===== src/hw/rtl/mrp_pkg.sv =====
// ----------------------------------------------------------------------------
// MQTT receive parser package
// Shared types, packet type codes and status codes for the receive parser.
// ----------------------------------------------------------------------------
package mrp_pkg;

  // A continuation bit on this length byte ends the packet with an overflow.
  localparam int unsigned LEN_BYTES_MAX = 4;

  localparam int unsigned RC_W = 28;

  // Control packet types (upper nibble of the fixed header).
  localparam logic [3:0] PKT_CONNACK  = 4'd2;
  localparam logic [3:0] PKT_PUBLISH  = 4'd3;
  localparam logic [3:0] PKT_PUBACK   = 4'd4;
  localparam logic [3:0] PKT_PUBREC   = 4'd5;
  localparam logic [3:0] PKT_PUBREL   = 4'd6;
  localparam logic [3:0] PKT_PUBCOMP  = 4'd7;
  localparam logic [3:0] PKT_SUBACK   = 4'd9;
  localparam logic [3:0] PKT_UNSUBACK = 4'd11;
  localparam logic [3:0] PKT_PINGRESP = 4'd13;

  // Packet end status codes.
  localparam logic [2:0] ST_OK        = 3'd0;
  localparam logic [2:0] ST_TRUNC     = 3'd1;
  localparam logic [2:0] ST_REFUSED   = 3'd2;
  localparam logic [2:0] ST_UNKNOWN   = 3'd3;
  localparam logic [2:0] ST_OVERFLOW  = 3'd4;

  typedef enum logic [6:0] {
    PH_HEAD    = 7'b0000001,
    PH_LEN     = 7'b0000010,
    PH_TLEN    = 7'b0000100,
    PH_TOPIC   = 7'b0001000,
    PH_MID     = 7'b0010000,
    PH_PAYLOAD = 7'b0100000,
    PH_BODY    = 7'b1000000
  } phase_e;

  // One result per received byte.
  typedef struct packed {
    logic        data_valid;
    logic        data_is_payload;
    logic [7:0]  data_byte;
    logic        packet_end;
    logic [3:0]  packet_type;
    logic [2:0]  status;
    logic        ack_valid;
    logic [3:0]  ack_type;
    logic [15:0] ack_id;
    logic [7:0]  return_code;
    logic        connected;
    logic        keepalive_restart;
  } res_t;

endpackage


===== src/hw/rtl/mqtt_receive_parser_top.sv =====
// ----------------------------------------------------------------------------
// MQTT receive parser
// Parses a received MQTT 3.1.1 byte stream and gives one result per byte.
//
//   Channel  Dir  Handshake               Payload
//   s_axis   in   tvalid/tready           tdata[7:0] rx_byte
//   m_axis   out  tvalid/tready           tdata, tlast packet_end, tuser payload flag
//
// Each byte passes from the input register through the step logic into the
// result register. One byte is accepted per cycle when the output side keeps
// up. A stalled output holds the result register and the input register fills,
// then s_axis_tready_o drops.
// Reset is asynchronous; afterwards the parser expects a fixed header byte.
// ----------------------------------------------------------------------------
module mqtt_receive_parser_top (
  input  logic        clk_i,
  input  logic        rst_ni,
  input  logic        s_axis_tvalid_i,
  output logic        s_axis_tready_o,
  input  logic [7:0]  s_axis_tdata_i,   // [7:0] rx_byte
  output logic        m_axis_tvalid_o,
  input  logic        m_axis_tready_i,
  // [0] data_valid, [8:1] data_byte, [12:9] packet_type, [15:13] status,
  // [16] ack_valid, [20:17] ack_type, [36:21] ack_id, [44:37] return_code,
  // [45] connected, [46] keepalive_restart, [47] zero
  output logic [47:0] m_axis_tdata_o,
  output logic        m_axis_tlast_o,   // packet_end
  output logic        m_axis_tuser_o    // [0] data_is_payload
);

  logic          in_vld_q, in_vld_d;
  logic [7:0]    in_byte_q;
  logic          step;
  logic          out_free;
  logic          in_acc;
  mrp_pkg::res_t step_res;
  mrp_pkg::res_t out_res;

  assign step            = in_vld_q && out_free;
  assign s_axis_tready_o = !in_vld_q || step;
  assign in_acc          = s_axis_tvalid_i && s_axis_tready_o;
  assign in_vld_d        = in_acc || (in_vld_q && !step);

  always_ff @(posedge clk_i or negedge rst_ni) begin
    if (!rst_ni) begin
      in_vld_q <= 1'b0;
    end else begin
      in_vld_q <= in_vld_d;
    end
  end

  always_ff @(posedge clk_i) begin
    if (in_acc) begin
      in_byte_q <= s_axis_tdata_i;
    end
  end

  mrp_parse_core u_core (
    .clk_i  (clk_i),
    .rst_ni (rst_ni),
    .step_i (step),
    .byte_i (in_byte_q),
    .res_o  (step_res)
  );

  mrp_out_stage u_out (
    .clk_i   (clk_i),
    .rst_ni  (rst_ni),
    .load_i  (step),
    .res_i   (step_res),
    .ready_i (m_axis_tready_i),
    .free_o  (out_free),
    .valid_o (m_axis_tvalid_o),
    .res_o   (out_res)
  );

  assign m_axis_tdata_o = {1'b0,
                           out_res.keepalive_restart,
                           out_res.connected,
                           out_res.return_code,
                           out_res.ack_id,
                           out_res.ack_type,
                           out_res.ack_valid,
                           out_res.status,
                           out_res.packet_type,
                           out_res.data_byte,
                           out_res.data_valid};
  assign m_axis_tlast_o = out_res.packet_end;
  assign m_axis_tuser_o = out_res.data_is_payload;

  // Acknowledgements and keep-alive restarts only come with a packet end.
  a_ack_end : assert property (@(posedge clk_i) disable iff (!rst_ni)
    (m_axis_tvalid_o && (m_axis_tdata_o[16] || m_axis_tdata_o[46])) |-> m_axis_tlast_o)
    else $error("acknowledgement or keep-alive without packet end");

  // A nonzero status is only reported at a packet end.
  a_status_end : assert property (@(posedge clk_i) disable iff (!rst_ni)
    (m_axis_tvalid_o && (m_axis_tdata_o[15:13] != mrp_pkg::ST_OK)) |-> m_axis_tlast_o)
    else $error("status reported outside a packet end");

  // Payload flag only rides on a passed-on data byte.
  a_user_data : assert property (@(posedge clk_i) disable iff (!rst_ni)
    (m_axis_tvalid_o && m_axis_tuser_o) |-> m_axis_tdata_o[0])
    else $error("payload flag without data byte");

endmodule


===== src/hw/rtl/mrp_parse_core.sv =====
// ----------------------------------------------------------------------------
// MQTT receive parser core
// Parse state registers and the per-byte step logic that yields one result.
// ----------------------------------------------------------------------------
module mrp_parse_core (
  input  logic          clk_i,
  input  logic          rst_ni,
  input  logic          step_i,
  input  logic [7:0]    byte_i,
  output mrp_pkg::res_t res_o
);

  mrp_pkg::phase_e                phase_q, phase_d;
  logic [7:0]                     tf_q, tf_d;
  logic [mrp_pkg::RC_W-1:0]       rc_q, rc_d;
  logic [1:0]                     idx_q, idx_d;
  logic [15:0]                    fc_q, fc_d;
  logic [15:0]                    mid_q, mid_d;
  logic                           sess_q, sess_d;

  logic [mrp_pkg::RC_W-1:0]       len_add;
  logic                           fin;
  logic                           qos;

  always_comb begin
    case (idx_q)
      2'd0:    len_add = {21'b0, byte_i[6:0]};
      2'd1:    len_add = {14'b0, byte_i[6:0], 7'b0};
      2'd2:    len_add = {7'b0, byte_i[6:0], 14'b0};
      default: len_add = {byte_i[6:0], 21'b0};
    endcase
  end

  assign qos = (tf_q[2:1] != 2'b00);

  always_comb begin
    phase_d = phase_q;
    tf_d    = tf_q;
    rc_d    = rc_q;
    idx_d   = idx_q;
    fc_d    = fc_q;
    mid_d   = mid_q;
    sess_d  = sess_q;
    fin     = 1'b0;
    res_o   = '0;

    unique case (phase_q)
      mrp_pkg::PH_LEN: begin
        rc_d = rc_q + len_add;
        if (byte_i[7]) begin
          if ((3'({1'b0, idx_q}) + 3'd1) >= 3'(mrp_pkg::LEN_BYTES_MAX)) begin
            res_o.packet_end = 1'b1;
            res_o.status     = mrp_pkg::ST_OVERFLOW;
            rc_d             = '0;
            phase_d          = mrp_pkg::PH_HEAD;
          end else begin
            idx_d = idx_q + 2'd1;
          end
        end else begin
          fc_d    = '0;
          mid_d   = '0;
          idx_d   = '0;
          phase_d = (tf_q[7:4] == mrp_pkg::PKT_PUBLISH) ? mrp_pkg::PH_TLEN
                                                         : mrp_pkg::PH_BODY;
          fin     = (rc_d == '0);
        end
      end
      mrp_pkg::PH_TLEN: begin
        rc_d = rc_q - 28'd1;
        fc_d = {fc_q[7:0], byte_i};
        if (idx_q == 2'd0) begin
          idx_d = 2'd1;
        end else if (fc_d == 16'd0) begin
          idx_d   = '0;
          phase_d = qos ? mrp_pkg::PH_MID : mrp_pkg::PH_PAYLOAD;
        end else begin
          phase_d = mrp_pkg::PH_TOPIC;
        end
        fin = (rc_d == '0);
      end
      mrp_pkg::PH_TOPIC: begin
        rc_d             = rc_q - 28'd1;
        res_o.data_valid = 1'b1;
        res_o.data_byte  = byte_i;
        fc_d             = fc_q - 16'd1;
        if (fc_d == 16'd0) begin
          idx_d   = '0;
          phase_d = qos ? mrp_pkg::PH_MID : mrp_pkg::PH_PAYLOAD;
        end
        fin = (rc_d == '0);
      end
      mrp_pkg::PH_MID: begin
        rc_d  = rc_q - 28'd1;
        mid_d = {mid_q[7:0], byte_i};
        if (idx_q == 2'd0) begin
          idx_d = 2'd1;
        end else begin
          phase_d = mrp_pkg::PH_PAYLOAD;
        end
        fin = (rc_d == '0);
      end
      mrp_pkg::PH_PAYLOAD: begin
        rc_d                  = rc_q - 28'd1;
        res_o.data_valid      = 1'b1;
        res_o.data_is_payload = 1'b1;
        res_o.data_byte       = byte_i;
        fin                   = (rc_d == '0);
      end
      mrp_pkg::PH_BODY: begin
        rc_d = rc_q - 28'd1;
        // Only the first two body bytes are kept; the byte count saturates.
        if (fc_q < 16'd2) begin
          mid_d = {mid_q[7:0], byte_i};
        end
        if (fc_q != 16'hFFFF) begin
          fc_d = fc_q + 16'd1;
        end
        fin = (rc_d == '0);
      end
      default: begin
        tf_d    = byte_i;
        rc_d    = '0;
        idx_d   = '0;
        fc_d    = '0;
        mid_d   = '0;
        phase_d = mrp_pkg::PH_LEN;
      end
    endcase

    // Packet end: judged on the state as left by this byte.
    if (fin) begin
      res_o.packet_end = 1'b1;
      unique case (tf_d[7:4]) inside
        mrp_pkg::PKT_CONNACK: begin
          if (fc_d < 16'd2) begin
            res_o.status = mrp_pkg::ST_TRUNC;
          end else begin
            res_o.return_code = mid_d[7:0];
            if (mid_d[7:0] != 8'd0) begin
              res_o.status = mrp_pkg::ST_REFUSED;
            end else begin
              sess_d                  = 1'b1;
              res_o.keepalive_restart = 1'b1;
            end
          end
        end
        mrp_pkg::PKT_PUBLISH: begin
          if (phase_d != mrp_pkg::PH_PAYLOAD) begin
            res_o.status = mrp_pkg::ST_TRUNC;
          end else if (qos) begin
            res_o.ack_valid = 1'b1;
            res_o.ack_type  = tf_d[1] ? mrp_pkg::PKT_PUBACK : mrp_pkg::PKT_PUBREC;
            res_o.ack_id    = mid_d;
          end
        end
        mrp_pkg::PKT_PUBREL: begin
          if (fc_d < 16'd2) begin
            res_o.status = mrp_pkg::ST_TRUNC;
          end else begin
            res_o.ack_valid = 1'b1;
            res_o.ack_type  = mrp_pkg::PKT_PUBCOMP;
            res_o.ack_id    = mid_d;
          end
        end
        mrp_pkg::PKT_PINGRESP: begin
          res_o.keepalive_restart = 1'b1;
        end
        mrp_pkg::PKT_PUBACK, mrp_pkg::PKT_PUBCOMP,
        mrp_pkg::PKT_SUBACK, mrp_pkg::PKT_UNSUBACK: begin
          res_o.status = mrp_pkg::ST_OK;
        end
        default: begin
          res_o.status = mrp_pkg::ST_UNKNOWN;
        end
      endcase
      phase_d = mrp_pkg::PH_HEAD;
    end

    res_o.packet_type = tf_d[7:4];
    res_o.connected   = sess_d;
  end

  always_ff @(posedge clk_i or negedge rst_ni) begin
    if (!rst_ni) begin
      phase_q <= mrp_pkg::PH_HEAD;
      tf_q    <= '0;
      rc_q    <= '0;
      idx_q   <= '0;
      fc_q    <= '0;
      mid_q   <= '0;
      sess_q  <= 1'b0;
    end else if (step_i) begin
      phase_q <= phase_d;
      tf_q    <= tf_d;
      rc_q    <= rc_d;
      idx_q   <= idx_d;
      fc_q    <= fc_d;
      mid_q   <= mid_d;
      sess_q  <= sess_d;
    end
  end

  // Once connected, the session flag is never cleared.
  a_sess_sticky : assert property (@(posedge clk_i) disable iff (!rst_ni)
    sess_q |=> sess_q)
    else $error("session flag dropped");

  // Other bodies start with a cleared byte index and never advance it.
  a_idx_phase : assert property (@(posedge clk_i) disable iff (!rst_ni)
    (phase_q == mrp_pkg::PH_BODY) |-> (idx_q == 2'd0))
    else $error("byte index set inside a plain body");

endmodule


===== src/hw/rtl/mrp_out_stage.sv =====
// ----------------------------------------------------------------------------
// MQTT receive parser output stage
// Result register that holds one result until the downstream side takes it.
// ----------------------------------------------------------------------------
module mrp_out_stage (
  input  logic          clk_i,
  input  logic          rst_ni,
  input  logic          load_i,
  input  mrp_pkg::res_t res_i,
  input  logic          ready_i,
  output logic          free_o,
  output logic          valid_o,
  output mrp_pkg::res_t res_o
);

  logic          vld_q, vld_d;
  mrp_pkg::res_t res_q;

  // The register can take a new result when empty or when its content leaves now.
  assign free_o = !vld_q || ready_i;
  assign vld_d  = load_i || (vld_q && !ready_i);

  always_ff @(posedge clk_i or negedge rst_ni) begin
    if (!rst_ni) begin
      vld_q <= 1'b0;
    end else begin
      vld_q <= vld_d;
    end
  end

  always_ff @(posedge clk_i) begin
    if (load_i) begin
      res_q <= res_i;
    end
  end

  assign valid_o = vld_q;
  assign res_o   = res_q;

endmodule


===== config.mk =====
export PLATFORM = sky130hd
export DESIGN_NAME = mqtt_receive_parser_top
export DESIGN_NICKNAME = d
export VERILOG_FILES = /design/src/hw/rtl/mrp_pkg.sv /design/src/hw/rtl/mqtt_receive_parser_top.sv /design/src/hw/rtl/mrp_parse_core.sv /design/src/hw/rtl/mrp_out_stage.sv
export SDC_FILE = /design/constraint.sdc
export NUM_CORES = 1
export LEC_CHECK = 0
export BUFFER_PORTS_ARGS = -buffer_cell sky130_fd_sc_hd__buf_2
export CAP_MARGIN = 0
export CORE_ASPECT_RATIO = 1.1
export CORE_UTILIZATION = 50
export DETAILED_ROUTE_END_ITERATION = 8
export PLACE_DENSITY_LB_ADDON = 0.25
export SYNTH_ARGS = -nofsm -noshare
export SYNTH_HDL_FRONTEND = slang
export SYNTH_SLANG_ARGS = --single-unit

===== constraint.sdc =====
create_clock -name clk_i -period 3.9 [get_ports clk_i]
set_input_delay 0.195 -clock clk_i [delete_from_list [all_inputs] [get_ports clk_i]]
set_output_delay 0.195 -clock clk_i [all_outputs]
set_load 0.005 [all_outputs]

; ---- Word-level counts from Yosys, hierarchy flattened
; Cells that the tools add are included.
[op_classes]
add_sub_neg = 6
order_cmp = 3
n_eq_ne = 23
mux = 58
n_bitwise = 4
reduce_logical = 29
[ops]
columns = cell, n
row1 = $pmux 28 s3, 1
row2 = $pmux 16 s5, 1
row3 = $mux 16, 4
row4 = $pmux 16 s4, 1
row5 = $mux 21, 3
row6 = $logic_not 28->1, 2
row7 = $mux 28, 2
row8 = $mux 7, 8
row9 = $pmux 28 s2, 1
row10 = $pmux 21 s2, 1
row11 = $pmux 7 s5, 1
row12 = $logic_not 16->1, 2
row13 = $lt 16x2->1 const B, 2
row14 = $mux 32, 1
row15 = $add 28x28->28, 1
row16 = $sub 28x1->28 const B, 1
row17 = $mux 8, 3
row18 = $mux 3, 7
row19 = $add 16x1->16 const B, 1
row20 = $ne 16x16->1 const B, 1
row21 = $sub 16x1->16 const B, 1
row22 = $pmux 3 s5, 1
row23 = $mux 1, 13
row24 = $eq 4x2->1 const B, 3
row25 = other kinds (35), 61
[totals]
register_bits = 137
inputBits = 12
output_inout_bits = 52
word_cells = 146

; ---- Logic depth before layout (Yosys ltp)
[depth]
depth_word = 9
depth_mapped = 18
mapped_depth_nobuf = 15

; ---- Modules after synthesis
; A second synthesis with hierarchy kept.
[unflattened]
cells_unflattened = 1148
hier_area_um2 = 9979.6
[by_module_without_submodules]
columns = mod, n_inst, cells_each, area_each_um2, seq_area_each_um2
row1 = mrp_parse_core, 1, 1081, 8149.1, 1903.1
row2 = mrp_out_stage, 1, 52, 1519.0, 1496.4
row3 = mqtt_receive_parser_top, 1, 15, 311.5, 265.3

; ---- Worst setup path before layout
; Ideal clock, no wire load.
[synth_timing]
path_type = flip-flop to flip-flop
startpoint = register u_core.idx_q[0]
endpoint = register u_out.res_q (netlist bit u_out.res_o[6]) (data pin)
setup_time_ns = 0.158
arrival_time_ns = 3.960
required_time_ns = 3.742
path_slack_ns = -0.218
stages_incl_launch_ff = 19
path_buffers = 3
period_less_slack_ns = 4.118
cell_sequence = dfrtp_1 inv_1 ha_1 clkbuf_1 and2_1 ha_1 inv_1 fa_1 nand2b_1 a211oi_1 o21ai_0 a31oi_1 xor2_1 or4_1 nor4_1 a41oi_1 buf_4 buf_6 nor3_1
[synth_via]
elab_chain_cells = 8
elab_cells_between_ends = 10
cone_classes = 1 x add/sub / 2 x eq/ne / 3 x mux / 1 x bitwise / 3 x reduce/logical
[synth_lines]
columns = item, line
row1 = start: declaration, mrp_parse_core.sv:16  ; logic [1:0] idx_q, idx_d;
row2 = start signal: assignment, mrp_parse_core.sv:196  ; idx_q <= idx_d;
row3 = $eq 2x2->1 (tied with other cells), mrp_parse_core.sv:26  ; case (idx_q)
row4 = $pmux 28 s3 *, mrp_parse_core.sv:26
row5 = $add 28x28->28 *, mrp_parse_core.sv:49  ; rc_d = rc_q + len_add;
row6 = $logic_not 28->1 *, mrp_parse_core.sv:65  ; fin = (rc_d == '0);
row7 = $mux 1 *, mrp_parse_core.sv:50  ; if (byte_i[7]) begin
row8 = $pmux 1 s2 *, mrp_parse_core.sv:47  ; unique case (phase_q)
row9 = $not 1->1 (no source line) *, --
row10 = $reduce_or 3->1 (no source line) *, --
row11 = end signal: assignment, mrp_out_stage.sv:33  ; res_q <= res_i;
row12 = end: declaration, mrp_out_stage.sv:17  ; mrp_pkg::res_t res_q;
; Mark *: on every way between the ends. The rest lies on a longest branch, timed or not.
; A chain may end at the register's enable or synchronous reset.

; ---- Worst setup path after layout
[layout_timing]
startpoint = register u_core.idx_q[0]
endpoint = register u_core.phase_q[4]
[layout_via]
elab_chain_cells = 7
elab_cells_between_ends = 16
cone_classes = 2 x add/sub / 1 x order compare / 2 x eq/ne / 9 x mux / 2 x reduce/logical
[layout_lines]
columns = item, line
row1 = $eq 2x2->1 (tied with other cells), mrp_parse_core.sv:26
row2 = $pmux 28 s3, mrp_parse_core.sv:26
row3 = $add 28x28->28, mrp_parse_core.sv:49
row4 = $logic_not 28->1, mrp_parse_core.sv:65
row5 = $mux 1, mrp_parse_core.sv:50
row6 = $pmux 1 s2, mrp_parse_core.sv:47
row7 = $mux 7 *, mrp_parse_core.sv:131  ; if (fin) begin
row8 = end signal: assignment, mrp_parse_core.sv:185  ; phase_q <= mrp_pkg::PH_HEAD;
row9 = end signal: assignment, mrp_parse_core.sv:193  ; phase_q <= phase_d;
row10 = end: declaration, mrp_parse_core.sv:13  ; mrp_pkg::phase_e phase_q, phase_d;
; Marked as above.

==> results by group <==
Detailed routing
  – DRT iter0 DRCs: 1542
  – Average via count per standard cell: between 6 and 7
  – Final antenna-violating net count: 0
  – Pre-antenna DRT Iters: 8
  – DRC violations left: 0
  – Total Wirelength: 33900 um
  – WL/cell: 22.4 um
  – Via count: 10100

Die
  – Initial Util: 51.6%
  – Core area: 0.0193 mm2
  – Die H: 150 um
  – Core Rows: 53
  – Die area: 0.0205 mm2
  – I/O Pins: 64
  – Die width: about 140 um

Layout
  – Finished Layout Cells: 1509
  – Share of cells above drive strength 1: 33.4%
  – Fillers: between 1000 and 1500
  – Finished Cell Area: 0.0129 mm2
  – Final net count: 1298
  – Area Growth Syn to Fin: 29.0%
  – Ant diodes: 0
  – Core Util, Final: 66.6%

Global routing
  – Initial antenna violation count: 0
  – Grt total ovfl: 0
  – First-pass GRT wire length: just over 50000 um
  – Largest net degree at the start of global routing: between 40 and 50
  – Total track usage: between 30% and 40%
  – Vias in the first global route: 9423

Worst setup path
  – Most used cell, CP: buf_6
  – Slowest-stage cell, CP: or4_4
  – Startpoint Class: flop
  – Arr. time, crit path: 4.41 ns
  – Critical path, cell by cell: buf_4, ha_4, nor2b_4, buf_6, and2_4, ha_4, buf_6, nand4_1, inv_1, a21oi_2, buf_6, nand2_4, xor2_2, or4_4, nor4_4, a41oi_4, buf_12, clkbuf_16, a32o_1
  – Max FO, Critical Path: 7
  – Slowest cell delay on critical path: 0.49 ns
  – Crit end category: flop
  – Required time worst endpoint: 4.21 ns
  – Critical path type: flop to flop

Synthesis
  – Synth async-reset ratio: 58.6%
  – Most frequent cell after synthesis: o21ai_0
  – Syn. warnings: 0
  – Top cells by area, synth: dfrtp_1 (19%), edfxtp_1 (17%), o21ai_0 (4.7%)
  – Synth top cells by count: o21ai_0 (94), nand2_1 (89), dfrtp_1 (77)
  – Primary FF master, synth: dfrtp_1
  – Yosys cell types: between 90 and 100
  – Post-Synthesis Cells: 1095
  – Yosys top cell area share: 19.3%
  – Netlist Area Pre-Place: 0.00996 mm2
  – EDFF count, synth: 55
  – Register area share after synthesis: 36.2%
  – Register bit total from synthesis: 133
  – Syn Area/Cell: roughly 9.1 um2
  – Synth area leader: dfrtp_1

Power
  – Int Pwr: 3.76 mW
  – Combinational group share of total power: 45.7%
  – Clock share of power: 25.7%
  – NetSw: 2.62 mW
  – Highest ir drop seen on vdd: 0.000343 V
  – Part of the power in registers: 28.6%
  – Cell Pwr Density: 497 mW/mm2
  – Sw Ratio: 41.1%
  – Lkg Pwr: 5.36 nW
  – Tot Pwr: 6.39 mW

Placed design
  – Placed Cells incl. Taps: 1439
  – GP Congestion: between 0.9 and 1
  – Post-detail-place hpwl: 21100 um
  – Worst slack at placement: -0.529 ns
  – Placed cell areas: about 0.011 mm2
  – PortBufs: 61

Run
  – Max-cap violation count: 0

Clock tree
  – Worst skew pair latency: 0.43 ns
  – Clk sink count: 133
  – Root buf cell: clkbuf_16
  – Max clock buf depth: 2
  – Clk slew on worst S/H paths: ~0.07 ns
  – CTS H-tree lvls: 4
  – CTS Buf Count: 17
  – CTS tree: built

Timing
  – Unrepaired setup endpoints after global routing: true
  – F_max: 244 MHz
  – Worst Tran Pin Value: 0.892 ns
  – Max_slew headroom: about two fifths
  – Min Hold Slack: 0.0851 ns
  – Min Tclk post-route: 4.10 ns
  – Final Hold Viols: 0
  – Pins Over Slew Limit: 0
  – Fin Setup TNS: -3.15 ns
  – Setup WS post-layout: -0.195 ns
  – Clock skew: 0.0130 ns
  – Final period util: 105%
  – Finish-stage setup viols: 39

Status
  – Status: complete, but fails checks
  – Failing checks: setup timing

Worst hold path
  – Worst Hold Class: input pin to flop
## worst max-delay path, delay by kind of cell, from the launching register on
family          cells  cell delay, ns
buf+inv             7            1.01
fa+ha+maj           2            0.40
compound gates      3            0.70
simple gates        6            1.26
xor+xnor            1            0.16
flops               1            0.42
## layer usage
layer / global-route usage [%] / vias up / routed length, um
li1: - / 4485 / -
met1: 41.6 / 4915 / 13200
met2: 51.8 / 576 / 16500
met3: 4.17 / 115 / 2450
met4: 18.0 / 0 / 1640
met5: 0 / - / 0
## cell families (layout without fill, tap and decap cells)
family	count (synthesis)	in the layout	synth area share [%]
XOR/XNOR	33	33	2.90
buffers and inverters	111	277	6.28
other	1	2	0.0376
adder cells (fa/ha/maj)	37	37	4.72
multiplexers	16	16	1.72
flip-flops	133	133	36.2
AND/OR/NAND/NOR	414	414	24.2
AO/OA/AOI/OAI	350	350	23.9
## final cells by class
type,instances,area [um2],share of cell area [%]
clock inverters,15,164,1.28
clock buffers,17,425,3.31
multi-input cells,852,6570,51.1
repair buffers,219,1680,13.1
inverters,26,97.6,0.759
well taps,247,309,2.40
flip-flops and latches,133,3610,28.1
## path summary, 6_finish.rpt
check / endpoint / cells after the start / from / slack [ns]
setup / recovery: u_core.phase_q[4]$_DFFE_PN0P_ / 19 / u_core.idx_q[0]$_DFFE_PN0P_ / -0.20
max in group asynchronous: u_core.idx_q[0]$_DFFE_PN0P_ / 3 / rst_ni / 2.62
hold reg to reg: u_core.sess_q$_DFFE_PN0P_ / 2 / u_core.sess_q$_DFFE_PN0P_ / 0.48
hold / removal: u_out.valid_o$_DFF_PN0_ / 3 / m_axis_tready_i / 0.09
setup reg to reg: u_core.phase_q[4]$_DFFE_PN0P_ / 19 / u_core.idx_q[0]$_DFFE_PN0P_ / -0.20
min in group asynchronous: u_core.fc_q[13]$_DFFE_PN0P_ / 2 / rst_ni / 0.32
## registers in the layout, indices dropped and copies added (netlist names)
name,flops
u_core.tf_q,6
u_core.fc_q,16
in_byte_q,8
u_core.idx_q,2
u_core.sess_q,1
u_core.rc_q,28
u_core.mid_q,16
in_vld_q,1
u_out.res_o,47
u_out.valid_o,1
u_core.phase_q,7
## cells in the final DEF, fill, tap and decap left out, drive strengths merged, types with 6 or more instances in the layout
cell and count:
a21o 10, clkbuf 18, a211oi 11, dlygate4sd3 10, a21oi 72, mux2i 7, or2 9, nand3b 8
nand2b 15, edfxtp 55, buf 208, nor3b 7, nor2b 10, o22ai 10, or4 8, o21a 6
nand3 33, o32a 6, o21ai 94, and4 8, a22oi 25, and2 44, nor2 52, nor4 29
dfrtp 77, xnor2 20, ha 36, and3 13, nand4 21, o211ai 8, mux2 9, xor2 13
a41oi 6, nor3 47, a22o 32, a31oi 10, nand2 89, inv 35
## power by group through the flow
stage / clock network, mW / registers (mW) / logic [mW]
2_1_floorplan: 0 / 1.77 / 1.66
3_3_place_gp: 0 / 1.82 / 2.38
3_5_place_dp: 0 / 1.82 / 2.42
4_1_cts: 1.64 / 1.81 / 2.63
5_1_grt: 1.69 / 1.84 / 3.15
6_report: 1.64 / 1.83 / 2.92
## what timing repair did
item	in CTS	in global routing
gates cloned	4	1
setup buffers	17	7
gates resized for setup	86	85
hold buffers	10	0
setup endpoints to repair	39	39
pin swaps	32	34
endpoints found under the hold margin	53	0
(Power assumes the default switching activity.)
